File: src/lsps_pkg.sv
// Shared types, constants and the pattern ROM for the LED status pattern sequencer.
// No dependencies; every other file in src imports this package.
`timescale 1ns / 1ps

package lsps_pkg;

  localparam int unsigned ROM_DW      = 12;   // width of on/off times held in the ROM
  localparam int unsigned CHAIN_LIMIT = 64;   // bound on steps walked for one transfer
  localparam int unsigned GUARD_W     = $clog2(CHAIN_LIMIT);

  typedef logic [ROM_DW-1:0] rom_delay_t;

  localparam rom_delay_t HOLD_RECHECK = 12'd1000;

  localparam logic [3:0] STATUS_OTA_OK = 4'd6;
  localparam logic [3:0] STATUS_OFF    = 4'd8;

  typedef enum logic [1:0] {
    ACT_TICK   = 2'd0,
    ACT_SELECT = 2'd1,
    ACT_STOP   = 2'd2
  } action_t;

  typedef enum logic [1:0] {
    PH_IDLE     = 2'd0,
    PH_ACTIVE   = 2'd1,
    PH_COMPLETE = 2'd2
  } phase_t;

  typedef enum logic {
    SEQ_IDLE = 1'b0,
    SEQ_RUN  = 1'b1
  } seq_state_t;

  typedef struct packed {
    rom_delay_t on_ms;
    rom_delay_t off_ms;
    logic       rpt;
    logic [1:0] flashes;
  } step_t;

  // Request to the step unit: one step of a pattern engine walk
  typedef struct packed {
    logic [3:0] status;
    logic [1:0] step_index;
    logic [1:0] flash_counter;
    logic       led_level;
    logic       start_step;
  } step_req_t;

  typedef struct packed {
    logic       done;          // walk finished with a timer load or completion
    logic       complete;      // pattern finished, LED off
    logic       load;          // timer to be loaded with delay
    rom_delay_t delay;
    logic [1:0] step_index;
    logic [1:0] flash_counter;
    logic       led_level;
    logic       start_next;
  } step_rsp_t;

  function automatic step_t mk_step(input rom_delay_t on_ms, input rom_delay_t off_ms,
                                    input logic rpt, input logic [1:0] flashes);
    step_t s;
    s.on_ms   = on_ms;
    s.off_ms  = off_ms;
    s.rpt     = rpt;
    s.flashes = flashes;
    return s;
  endfunction

  // Pattern ROM; unlisted steps and statuses hold the LED off.
  function automatic step_t rom_step(input logic [3:0] status, input logic [1:0] idx);
    step_t s;
    s = mk_step(12'd0, 12'd0, 1'b0, 2'd0);
    case ({status, idx})
      {4'd0, 2'd0}: s = mk_step(12'd2000, 12'd0,    1'b1, 2'd1);
      {4'd1, 2'd0}: s = mk_step(12'd200,  12'd800,  1'b0, 2'd1);
      {4'd2, 2'd0}: s = mk_step(12'd2000, 12'd0,    1'b1, 2'd1);
      {4'd3, 2'd0}: s = mk_step(12'd200,  12'd200,  1'b1, 2'd2);
      {4'd3, 2'd1}: s = mk_step(12'd0,    12'd600,  1'b1, 2'd1);
      {4'd3, 2'd2}: s = mk_step(12'd200,  12'd200,  1'b0, 2'd2);
      {4'd4, 2'd0}: s = mk_step(12'd2000, 12'd0,    1'b1, 2'd1);
      {4'd5, 2'd0}: s = mk_step(12'd200,  12'd2800, 1'b0, 2'd1);
      {4'd7, 2'd0}: s = mk_step(12'd100,  12'd100,  1'b1, 2'd3);
      {4'd7, 2'd1}: s = mk_step(12'd0,    12'd2700, 1'b1, 2'd1);
      default:      s = mk_step(12'd0,    12'd0,    1'b0, 2'd0);
    endcase
    return s;
  endfunction

  function automatic logic [1:0] rom_count(input logic [3:0] status);
    logic [1:0] c;
    case (status)
      4'd3:    c = 2'd3;
      4'd7:    c = 2'd2;
      default: c = 2'd1;
    endcase
    return c;
  endfunction

endpackage

File: src/lsps_step_unit.sv
// Step unit: one step of a pattern engine walk per cycle (step start, flash count
// check, LED toggle and delay pick). Depends on lsps_pkg.
`timescale 1ns / 1ps

module lsps_step_unit (
  input  lsps_pkg::step_req_t req,
  output lsps_pkg::step_rsp_t rsp
);
  import lsps_pkg::*;

  logic [1:0] idx;
  logic [1:0] fc;
  logic       led;
  logic       halt;
  step_t      first;
  step_t      cur;
  rom_delay_t dly;

  assign first = rom_step(req.status, 2'd0);
  assign cur   = rom_step(req.status, idx);

  always_comb begin
    idx  = req.step_index;
    fc   = req.flash_counter;
    halt = 1'b0;
    if (req.start_step) begin
      fc = 2'd0;
      if (idx >= rom_count(req.status)) begin
        if (!first.rpt) begin
          idx = 2'd0;
        end else begin
          halt = 1'b1;
        end
      end
    end
  end

  always_comb begin
    rsp               = '0;
    rsp.step_index    = idx;
    rsp.flash_counter = fc;
    rsp.led_level     = req.led_level;
    led               = req.led_level;
    dly               = '0;
    if (halt) begin
      rsp.done      = 1'b1;
      rsp.complete  = 1'b1;
      rsp.led_level = 1'b0;
    end else if (cur.flashes != 2'd0 && fc >= cur.flashes) begin
      rsp.step_index = idx + 2'd1;
      rsp.start_next = 1'b1;
    end else begin
      if (cur.on_ms == '0 && cur.off_ms == '0) begin
        led = 1'b0;
        dly = HOLD_RECHECK;
      end else if (!req.led_level) begin
        led = 1'b1;
        dly = cur.on_ms;
      end else begin
        led = 1'b0;
        dly = cur.off_ms;
        rsp.flash_counter = fc + 2'd1;
      end
      rsp.led_level = led;
      rsp.delay     = dly;
      // zero delay chains on to the next toggle in the following cycle
      if (dly != '0) begin
        rsp.done = 1'b1;
        rsp.load = 1'b1;
      end
    end
  end

endmodule

File: src/led_status_pattern_sequencer.sv
// Top level of the LED status pattern sequencer: handshakes, state registers,
// walk sequencer and result register. Depends on lsps_pkg and lsps_step_unit.
`timescale 1ns / 1ps

// One status LED follows a fixed blink pattern chosen by a status select; a tick
// transfer advances the 1 ms countdown and a stop switches everything off. Each
// input transfer gives exactly one result: LED level, phase, status and a reject
// flag for out-of-range selects. Ticks that do not expire the countdown, stops,
// rejected selects and the off/OTA-success selects need no walk: the result is
// registered from the transfer itself. A select that starts a pattern, or a tick
// that expires the countdown while active, walks the pattern through the shared
// step unit one step per cycle (toggles with zero delay and flash-count advances
// each take a step); its result is registered when the walk ends. The input is
// stalled while a walk runs or while an earlier result is still held.
module led_status_pattern_sequencer #(
  parameter int STATUS_COUNT = 9,
  parameter int DELAY_BITS   = 12
) (
  input  logic       clk,
  input  logic       rst_n,
  input  logic       in_valid,
  output logic       in_stall,
  input  logic [1:0] in_action,
  input  logic [3:0] in_status,
  output logic       out_valid,
  input  logic       out_stall,
  output logic       out_led_on,
  output logic [1:0] out_pattern_phase,
  output logic [3:0] out_sel_status,
  output logic       out_rejected
);
  import lsps_pkg::*;

  localparam logic [16:0] DLY_MAX = 17'((1 << DELAY_BITS) - 1);

  seq_state_t              state_r, state_nxt;
  logic [3:0]              status_r, status_nxt;
  phase_t                  phase_r, phase_nxt;
  logic [1:0]              step_idx_r, step_idx_nxt;
  logic [1:0]              flash_cnt_r, flash_cnt_nxt;
  logic                    led_r, led_nxt;
  logic [DELAY_BITS-1:0]   delay_r, delay_nxt;
  logic                    running_r, running_nxt;
  logic [GUARD_W-1:0]      guard_r, guard_nxt;
  logic                    start_r, start_nxt;
  logic                    out_valid_r, out_valid_nxt;
  logic                    out_led_r, out_led_nxt;
  logic [1:0]              out_phase_r, out_phase_nxt;
  logic [3:0]              out_status_r, out_status_nxt;
  logic                    out_rej_r, out_rej_nxt;

  logic                    in_xfer;
  logic                    go_run;
  logic                    finish;
  logic                    emit;
  logic                    rej;
  logic [16:0]             dly_wide;
  logic [16:0]             dly_sat;
  step_req_t               req;
  step_rsp_t               rsp;

  assign in_xfer = in_valid && !in_stall;

  assign req.status        = status_r;
  assign req.step_index    = step_idx_r;
  assign req.flash_counter = flash_cnt_r;
  assign req.led_level     = led_r;
  assign req.start_step    = start_r;

  lsps_step_unit u_step (
    .req (req),
    .rsp (rsp)
  );

  assign dly_wide = {{(17 - ROM_DW){1'b0}}, rsp.delay};
  assign dly_sat  = (dly_wide > DLY_MAX) ? DLY_MAX : dly_wide;

  // FSM next state
  always_comb begin
    state_nxt = state_r;
    unique case (state_r)
      SEQ_IDLE: if (in_xfer && go_run) state_nxt = SEQ_RUN;
      SEQ_RUN:  if (finish) state_nxt = SEQ_IDLE;
      default:  state_nxt = SEQ_IDLE;
    endcase
  end

  // FSM outputs
  always_comb begin
    unique case (state_r)
      SEQ_IDLE: in_stall = out_valid_r && out_stall;
      SEQ_RUN:  in_stall = 1'b1;
      default:  in_stall = 1'b1;
    endcase
  end

  // Datapath
  always_comb begin
    status_nxt     = status_r;
    phase_nxt      = phase_r;
    step_idx_nxt   = step_idx_r;
    flash_cnt_nxt  = flash_cnt_r;
    led_nxt        = led_r;
    delay_nxt      = delay_r;
    running_nxt    = running_r;
    guard_nxt      = guard_r;
    start_nxt      = start_r;
    out_valid_nxt  = out_valid_r && out_stall;
    out_led_nxt    = out_led_r;
    out_phase_nxt  = out_phase_r;
    out_status_nxt = out_status_r;
    out_rej_nxt    = out_rej_r;
    go_run         = 1'b0;
    finish         = 1'b0;
    emit           = 1'b0;
    rej            = 1'b0;

    if (state_r == SEQ_IDLE) begin
      if (in_xfer) begin
        unique case (in_action)
          ACT_TICK: begin
            if (running_r) begin
              if (delay_r <= DELAY_BITS'(1)) begin
                delay_nxt   = '0;
                running_nxt = 1'b0;
                if (phase_r == PH_ACTIVE) begin
                  go_run    = 1'b1;
                  start_nxt = 1'b0;
                end
              end else begin
                delay_nxt = delay_r - DELAY_BITS'(1);
              end
            end
          end
          ACT_SELECT: begin
            if ({1'b0, in_status} >= 5'(STATUS_COUNT)) begin
              rej = 1'b1;
            end else begin
              running_nxt   = 1'b0;
              delay_nxt     = '0;
              status_nxt    = in_status;
              phase_nxt     = PH_ACTIVE;
              step_idx_nxt  = 2'd0;
              flash_cnt_nxt = 2'd0;
              if (in_status == STATUS_OFF || in_status == STATUS_OTA_OK) begin
                led_nxt   = 1'b0;
                phase_nxt = PH_COMPLETE;
              end else begin
                go_run    = 1'b1;
                start_nxt = 1'b1;
              end
            end
          end
          ACT_STOP: begin
            running_nxt = 1'b0;
            delay_nxt   = '0;
            led_nxt     = 1'b0;
            phase_nxt   = PH_IDLE;
            status_nxt  = STATUS_OFF;
          end
          default: ;
        endcase
        guard_nxt = '0;
        emit      = !go_run;
      end
    end else begin
      step_idx_nxt  = rsp.step_index;
      flash_cnt_nxt = rsp.flash_counter;
      led_nxt       = rsp.led_level;
      start_nxt     = rsp.start_next;
      guard_nxt     = guard_r + 1'b1;
      if (rsp.complete) begin
        phase_nxt = PH_COMPLETE;
      end
      if (rsp.load) begin
        delay_nxt   = dly_sat[DELAY_BITS-1:0];
        running_nxt = 1'b1;
      end
      if (rsp.done) begin
        finish = 1'b1;
      end else if (guard_r == GUARD_W'(CHAIN_LIMIT - 1)) begin
        // runaway chain of zero delays: give up with the timer stopped
        finish      = 1'b1;
        running_nxt = 1'b0;
        delay_nxt   = '0;
      end
      emit = finish;
    end

    if (emit) begin
      out_valid_nxt  = 1'b1;
      out_led_nxt    = led_nxt;
      out_phase_nxt  = phase_nxt;
      out_status_nxt = status_nxt;
      out_rej_nxt    = rej;
    end
  end

  always_ff @(posedge clk) begin
    if (!rst_n) begin
      state_r     <= SEQ_IDLE;
      status_r    <= STATUS_OFF;
      phase_r     <= PH_IDLE;
      step_idx_r  <= '0;
      flash_cnt_r <= '0;
      led_r       <= 1'b0;
      delay_r     <= '0;
      running_r   <= 1'b0;
      guard_r     <= '0;
      start_r     <= 1'b0;
      out_valid_r <= 1'b0;
    end else begin
      state_r     <= state_nxt;
      status_r    <= status_nxt;
      phase_r     <= phase_nxt;
      step_idx_r  <= step_idx_nxt;
      flash_cnt_r <= flash_cnt_nxt;
      led_r       <= led_nxt;
      delay_r     <= delay_nxt;
      running_r   <= running_nxt;
      guard_r     <= guard_nxt;
      start_r     <= start_nxt;
      out_valid_r <= out_valid_nxt;
    end
  end

  always_ff @(posedge clk) begin
    out_led_r    <= out_led_nxt;
    out_phase_r  <= out_phase_nxt;
    out_status_r <= out_status_nxt;
    out_rej_r    <= out_rej_nxt;
  end

  assign out_valid         = out_valid_r;
  assign out_led_on        = out_led_r;
  assign out_pattern_phase = out_phase_r;
  assign out_sel_status    = out_status_r;
  assign out_rejected      = out_rej_r;

endmodule

File: config.mk
export PLATFORM = sky130hd
export DESIGN_NAME = led_status_pattern_sequencer
export DESIGN_NICKNAME = d
export VERILOG_FILES = /design/src/lsps_pkg.sv /design/src/lsps_step_unit.sv /design/src/led_status_pattern_sequencer.sv
export SDC_FILE = /design/constraint.sdc
export NUM_CORES = 1
export LEC_CHECK = 0
export ABC_AREA = 0
export BUFFER_PORTS_ARGS = -buffer_cell sky130_fd_sc_hd__buf_4
export CAP_MARGIN = 5
export CORE_MARGIN = 5
export CORE_UTILIZATION = 45
export DETAILED_ROUTE_END_ITERATION = 16
export PLACE_DENSITY = 0.62
export SETUP_SLACK_MARGIN = 0.3
export SLEW_MARGIN = 20
export SYNTH_ARGS = -nofsm -noshare
export SYNTH_HDL_FRONTEND = slang
export SYNTH_SLANG_ARGS = --single-unit
File: constraint.sdc
create_clock -name clk -period 6.9 [get_ports clk]
set_input_delay 1.38 -clock clk [delete_from_list [all_inputs] [get_ports clk]]
set_output_delay 1.38 -clock clk [all_outputs]
set_load 0.03 [all_outputs]
==> flow_results.org <==
** Outcome
- Run status :: complete, no violations

** Routing
- Dividing the detail-routed wire length by the instance count gives approximately 17 um.
- For this block, the routed nets add up to a little under 8 mm of wire.
- In the routed design, unresolved DRC markers number 0.
- Violation count after the first detailed-routing iteration :: around 170
- Routed vias/inst :: roughly 6.2
- Post-detailed-route count of antenna-violating nets :: 0
- Length of the first detailed-routing pass in iterations :: 6
- The routed layout has 2,891 vias.

** Layout
- Antenna diode count :: 0
- After the flow finishes, the layout carries non-filler instances totaling between 400 and 500.
- Final Util :: 0.505
- In the final design database the tool counted a little over 400 nets.
- Share of post-route cells with drive strength above 1 :: 0.0949
- Post-Layout Inst Area :: ~3300 um2
- The area growth from synthesis to layout is 7.91%.
- Fillers :: 627
- Summing all flip-flop and latch instances after layout gives 901 um2.
- In the final layout, the multi-input gates occupy between 1500 and 2000 um2.

** Clocking
- Total clock sinks :: 41
- Clock transition at the register clock pins on the worst setup and hold paths after CTS :: approximately 0.08 ns
- Clock tree synthesis selected as its root buffer the cell clkbuf_8.
- Post-CTS setup buffer count :: 0
- The number of hold buffers added after CTS was 0.
- Maximum level of the CTS H-tree :: 2
- Total clock buffers created by CTS :: 5
- CTS tree :: done
- For the worst-skew pair, the clock arrives at the later sink with an insertion delay of between 0.2 and 0.3 ns.
- Once the clock tree was built, the resizer swapped 0 gates to a different size.
- Buffers from clock root to sink, at most :: 2

** Place
- Counting tap cells, the placed design contains a total of approximately 460 instances.
- Cell area reported after detailed placement :: 3180 um2
- The count of buffers added on input and output ports is 19.
- Gpl congestion :: ~0.91
- DP HPWL :: a little under 6 mm

** Setup path
- Worst Reg2Reg Path Length in Cells :: 21
- Data required time of the worst path :: a little over 7 ns
- Counting both buffers and inverters, the worst setup path holds a total of 1.
- Cell breakdown of the critical path :: nor2b_1 > nand2_1 > ha_1 > or3b_1 > o211a_1 > nand2b_1 > and2_1 > inv_1 > ha_1 > nor2b_1 > nor2_1 > o21ai_1 > and2_1 > ha_1 > nand2b_1 > a21oi_1 > nor2b_1 > a211oi_1 > nand2_1 > a222oi_1 > o22ai_1
- STA classifies the critical path endpoint as a flip-flop.
- Counting buffers and inverters, the worst setup path is 21 cells deep.
- Worst-path maximum fanout :: 16
- Arrival time at the worst endpoint :: approximately 5.7 ns
- Kind of critical path :: reg -> reg
- STA classifies the critical path startpoint as a flip-flop.
- The slowest stage of the critical path is the dfxtp_1 cell.
- The cell family contributing the most delay on the critical path is simple AND/OR/NAND/NOR gates.
- In this run the critical register-to-register path is captured at delay_r[11]$_SDFFE_PN0P_.
- For flop-to-flop paths, the worst setup slack is 1.39 ns.
- Reg-to-reg critical path startpoint :: status_r[0]$_SDFF_PN0_
- For this run, the slowest stage of the critical path takes between 0.6 and 0.7 ns.

** Yosys
- Cell taking the most area after synthesis :: dfxtp_1
- In this run, synthesis inferred 8 flip-flops with an integrated enable.
- Synthesis inferred a little over 40 register bits.
- Cell variety after synth :: between 70 and 80
- For this run, the number of Yosys warnings is 0.
- In the synthesized netlist the dominant register cell turns out to be dfxtp_1.
- Yosys top cell area share :: 0.219
- After synthesis, the cell types taking the most area are dfxtp_1, edfxtp_1, ha_1.
- In the synthesized netlist, the number of instances is between 300 and 400.
- Synthesis produced a netlist with a net count of around 400.
- The cell area that synthesis handed to floorplanning was ~3000 um2.
- Of the synthesized area, sequential elements account for 0.298.
- Avg Cell Area, Syn :: 7.93 um2
- Counting flops with an async set or reset pin after synthesis yields a share of 0.

** Floorplan
- Number of primary I/O pins :: 20
- Initial core utilization :: 0.468
- Area of the die :: roughly 8500 um2
- From left edge to right edge, the die measures 92.0 um.
- The floorplan step defined a core boundary enclosing between 6000 and 7000 um2.
- The floorplan has 29 rows.
- Chip Height :: a little over 90 um

** Timing
- Setup violations remaining at the end of the flow were counted as 0.
- The clock arrives with a little under 0.005 ns of skew.
- Setup repair after global routing missed its margin :: false
- Minimum clock period after layout :: ~5.5 ns
- Least-Margin Pin Slew :: 0.789 ns
- In this run the tightest slew margin relative to its limit is 0.471.
- Of the available clock period, the critical path in the final layout requires 0.799.
- The count of pins over their slew limit is 0.
- The final-report hold violation count came to 0.
- Maximum clock frequency :: roughly 180 MHz
- For the final routed database, the setup TNS stands at 0 ns.

** Global routing
- Maximum number of pins on one net before global-route repair :: 25
- Residual overflow from global routing :: 0
- For this run, the total global-route usage over all layers was measured as 0.193.
- The via count of the first global-routing pass came to 2,649.
- The initial antenna violation count came to 0.
- First-pass GRT wire length :: around 13 mm

** Min path
- The path with the worst hold slack has its endpoint at guard_r[3]$_SDFFE_PN0N_.
- Start point of the worst hold path :: guard_r[3]$_SDFFE_PN0N_
- In this run the worst hold path is classified as reg -> reg.
- Depth of the worst hold-timing path :: 1

** Run
- # Max-Cap Violations :: 0

** Power and ir drop
- Worst VDD drop :: between 90 and 100 uV
- Leak Pwr :: around 1.2 nW
- Total power density per cell area :: 186 nW/um2
[per-stage QoR]
step	hold WS (ns)	total power, mW	setup slack [ns]
CTS	0.482	0.610	1.39
global placement	0.460	0.457	1.66
finish	0.475	0.605	1.39
floorplan	0.436	0.416	2.40
detailed placement	0.468	0.457	1.42
global route	0.539	0.650	0.889
[cells in the mapped netlist (3+ instances only)]
cell type and count:
nor3_1 11, o211ai_1 4, nor2b_1 10, o21ai_1 17, nand3b_1 3, a21oi_1 31
and2_1 14, buf_2 6, a21o_1 3, a211oi_1 5, inv_1 16, nor2_1 36
o21ai_0 13, nor4_1 4, mux2i_1 13, a22oi_1 4, ha_1 13, a22o_1 4
nand3_1 9, edfxtp_1 8, a31oi_1 4, nand4_1 3, o22ai_1 8, and3_1 6
nand2_1 33, nand2b_1 6, clkbuf_1 10, dfxtp_1 33
[where the power goes]
part	internal (mW)	total, mW	switching [mW]
Clock	0.0702	0.153	0.0827
Sequential	0.257	0.271	0.0145
Combinational	0.0703	0.181	0.111
Total	0.397	0.605	0.208
[layout make-up]
cell class	instances	share of cell area
clock inverter	2	0.00307
timing repair buffer	19	0.0437
sequential	41	0.276
clock buffer	6	0.0222
multi-input combinational	304	0.605
tap	77	0.0295
inverter	18	0.0207
[worst register-to-register path, cell delays in order (launching register included)]
cell      delay [ns]
dfxtp_1         0.62
nor2b_1         0.42
nand2_1         0.14
ha_1            0.29
or3b_1          0.39
o211a_1         0.16
nand2b_1        0.11
and2_1          0.15
inv_1           0.06
ha_1            0.30
nor2b_1         0.19
nor2_1          0.12
o21ai_1         0.13
and2_1          0.21
ha_1            0.28
nand2b_1        0.13
a21oi_1         0.20
nor2b_1         0.11
a211oi_1        0.41
nand2_1         0.42
a222oi_1        0.41
o22ai_1         0.13
[registers in the layout, indices dropped and copies added (netlist names)]
signal and cells:
out_rejected 1, out_pattern_phase 2, delay_r 12, led_r 1, step_idx_r 2, out_led_on 1, status_r 4, out_valid 1
phase_r 2, start_r 1, state_r 1, out_sel_status 4, flash_cnt_r 2, running_r 1, guard_r 6
[layout by cell type (no fill, tap or decap), types with 6 or more instances in the layout]
cell	netlist	final
nor2_1	36	36
nand2_1	33	33
dfxtp_1	33	33
a21oi_1	31	31
buf_4	0	19
o21ai_1	17	18
inv_1	16	16
and2_1	14	14
mux2i_1	13	13
ha_1	13	13
o21ai_0	13	12
nor3_1	11	11
nor2b_1	10	10
nand3_1	9	9
o22ai_1	8	8
edfxtp_1	8	8
nand2b_1	6	6
and3_1	6	6
[cells by family (layout without fill, tap and decap cells)]
logic type      count (synthesis)  in the layout  synth area share
mux                            14             14            0.0468
xor+xnor                        1              1           0.00290
fa+ha+maj                      13             13            0.0538
simple gates                  152            152             0.266
flops                          41             41             0.298
buf+inv                        36             45            0.0497
compound gates                124            124             0.283
[how the worst max path moves through the flow]
| stage | startpoint | endpoint | slack, ns |
|---|---|---|---|
| final | status_r[0]$_SDFF_PN0_ | delay_r[11]$_SDFFE_PN0P_ | 1.39 |
| after global routing | status_r[2]$_SDFF_PN0_ | delay_r[11]$_SDFFE_PN0P_ | 0.89 |
| after CTS | status_r[2]$_SDFF_PN0_ | out_sel_status[2]$_DFFE_PP_ | 1.39 |
| after detailed placement | status_r[2]$_SDFF_PN0_ | out_sel_status[2]$_DFFE_PP_ | 1.42 |
| after global placement | status_r[2]$_SDFF_PN0_ | delay_r[11]$_SDFFE_PN0P_ | 1.66 |
| after floorplan | status_r[0]$_SDFF_PN0_ | out_led_on$_DFFE_PP_ | 2.40 |
[per-layer routing]
layer	GRT usage	part of all wire	vias up
li1	-	-	1438
met1	0.288	0.50	1342
met2	0.291	0.44	99
met3	0.0336	0.048	12
met4	0.0408	0.014	0
met5	0	0	-
No activity file was read; power rests on OpenSTA's default activity.
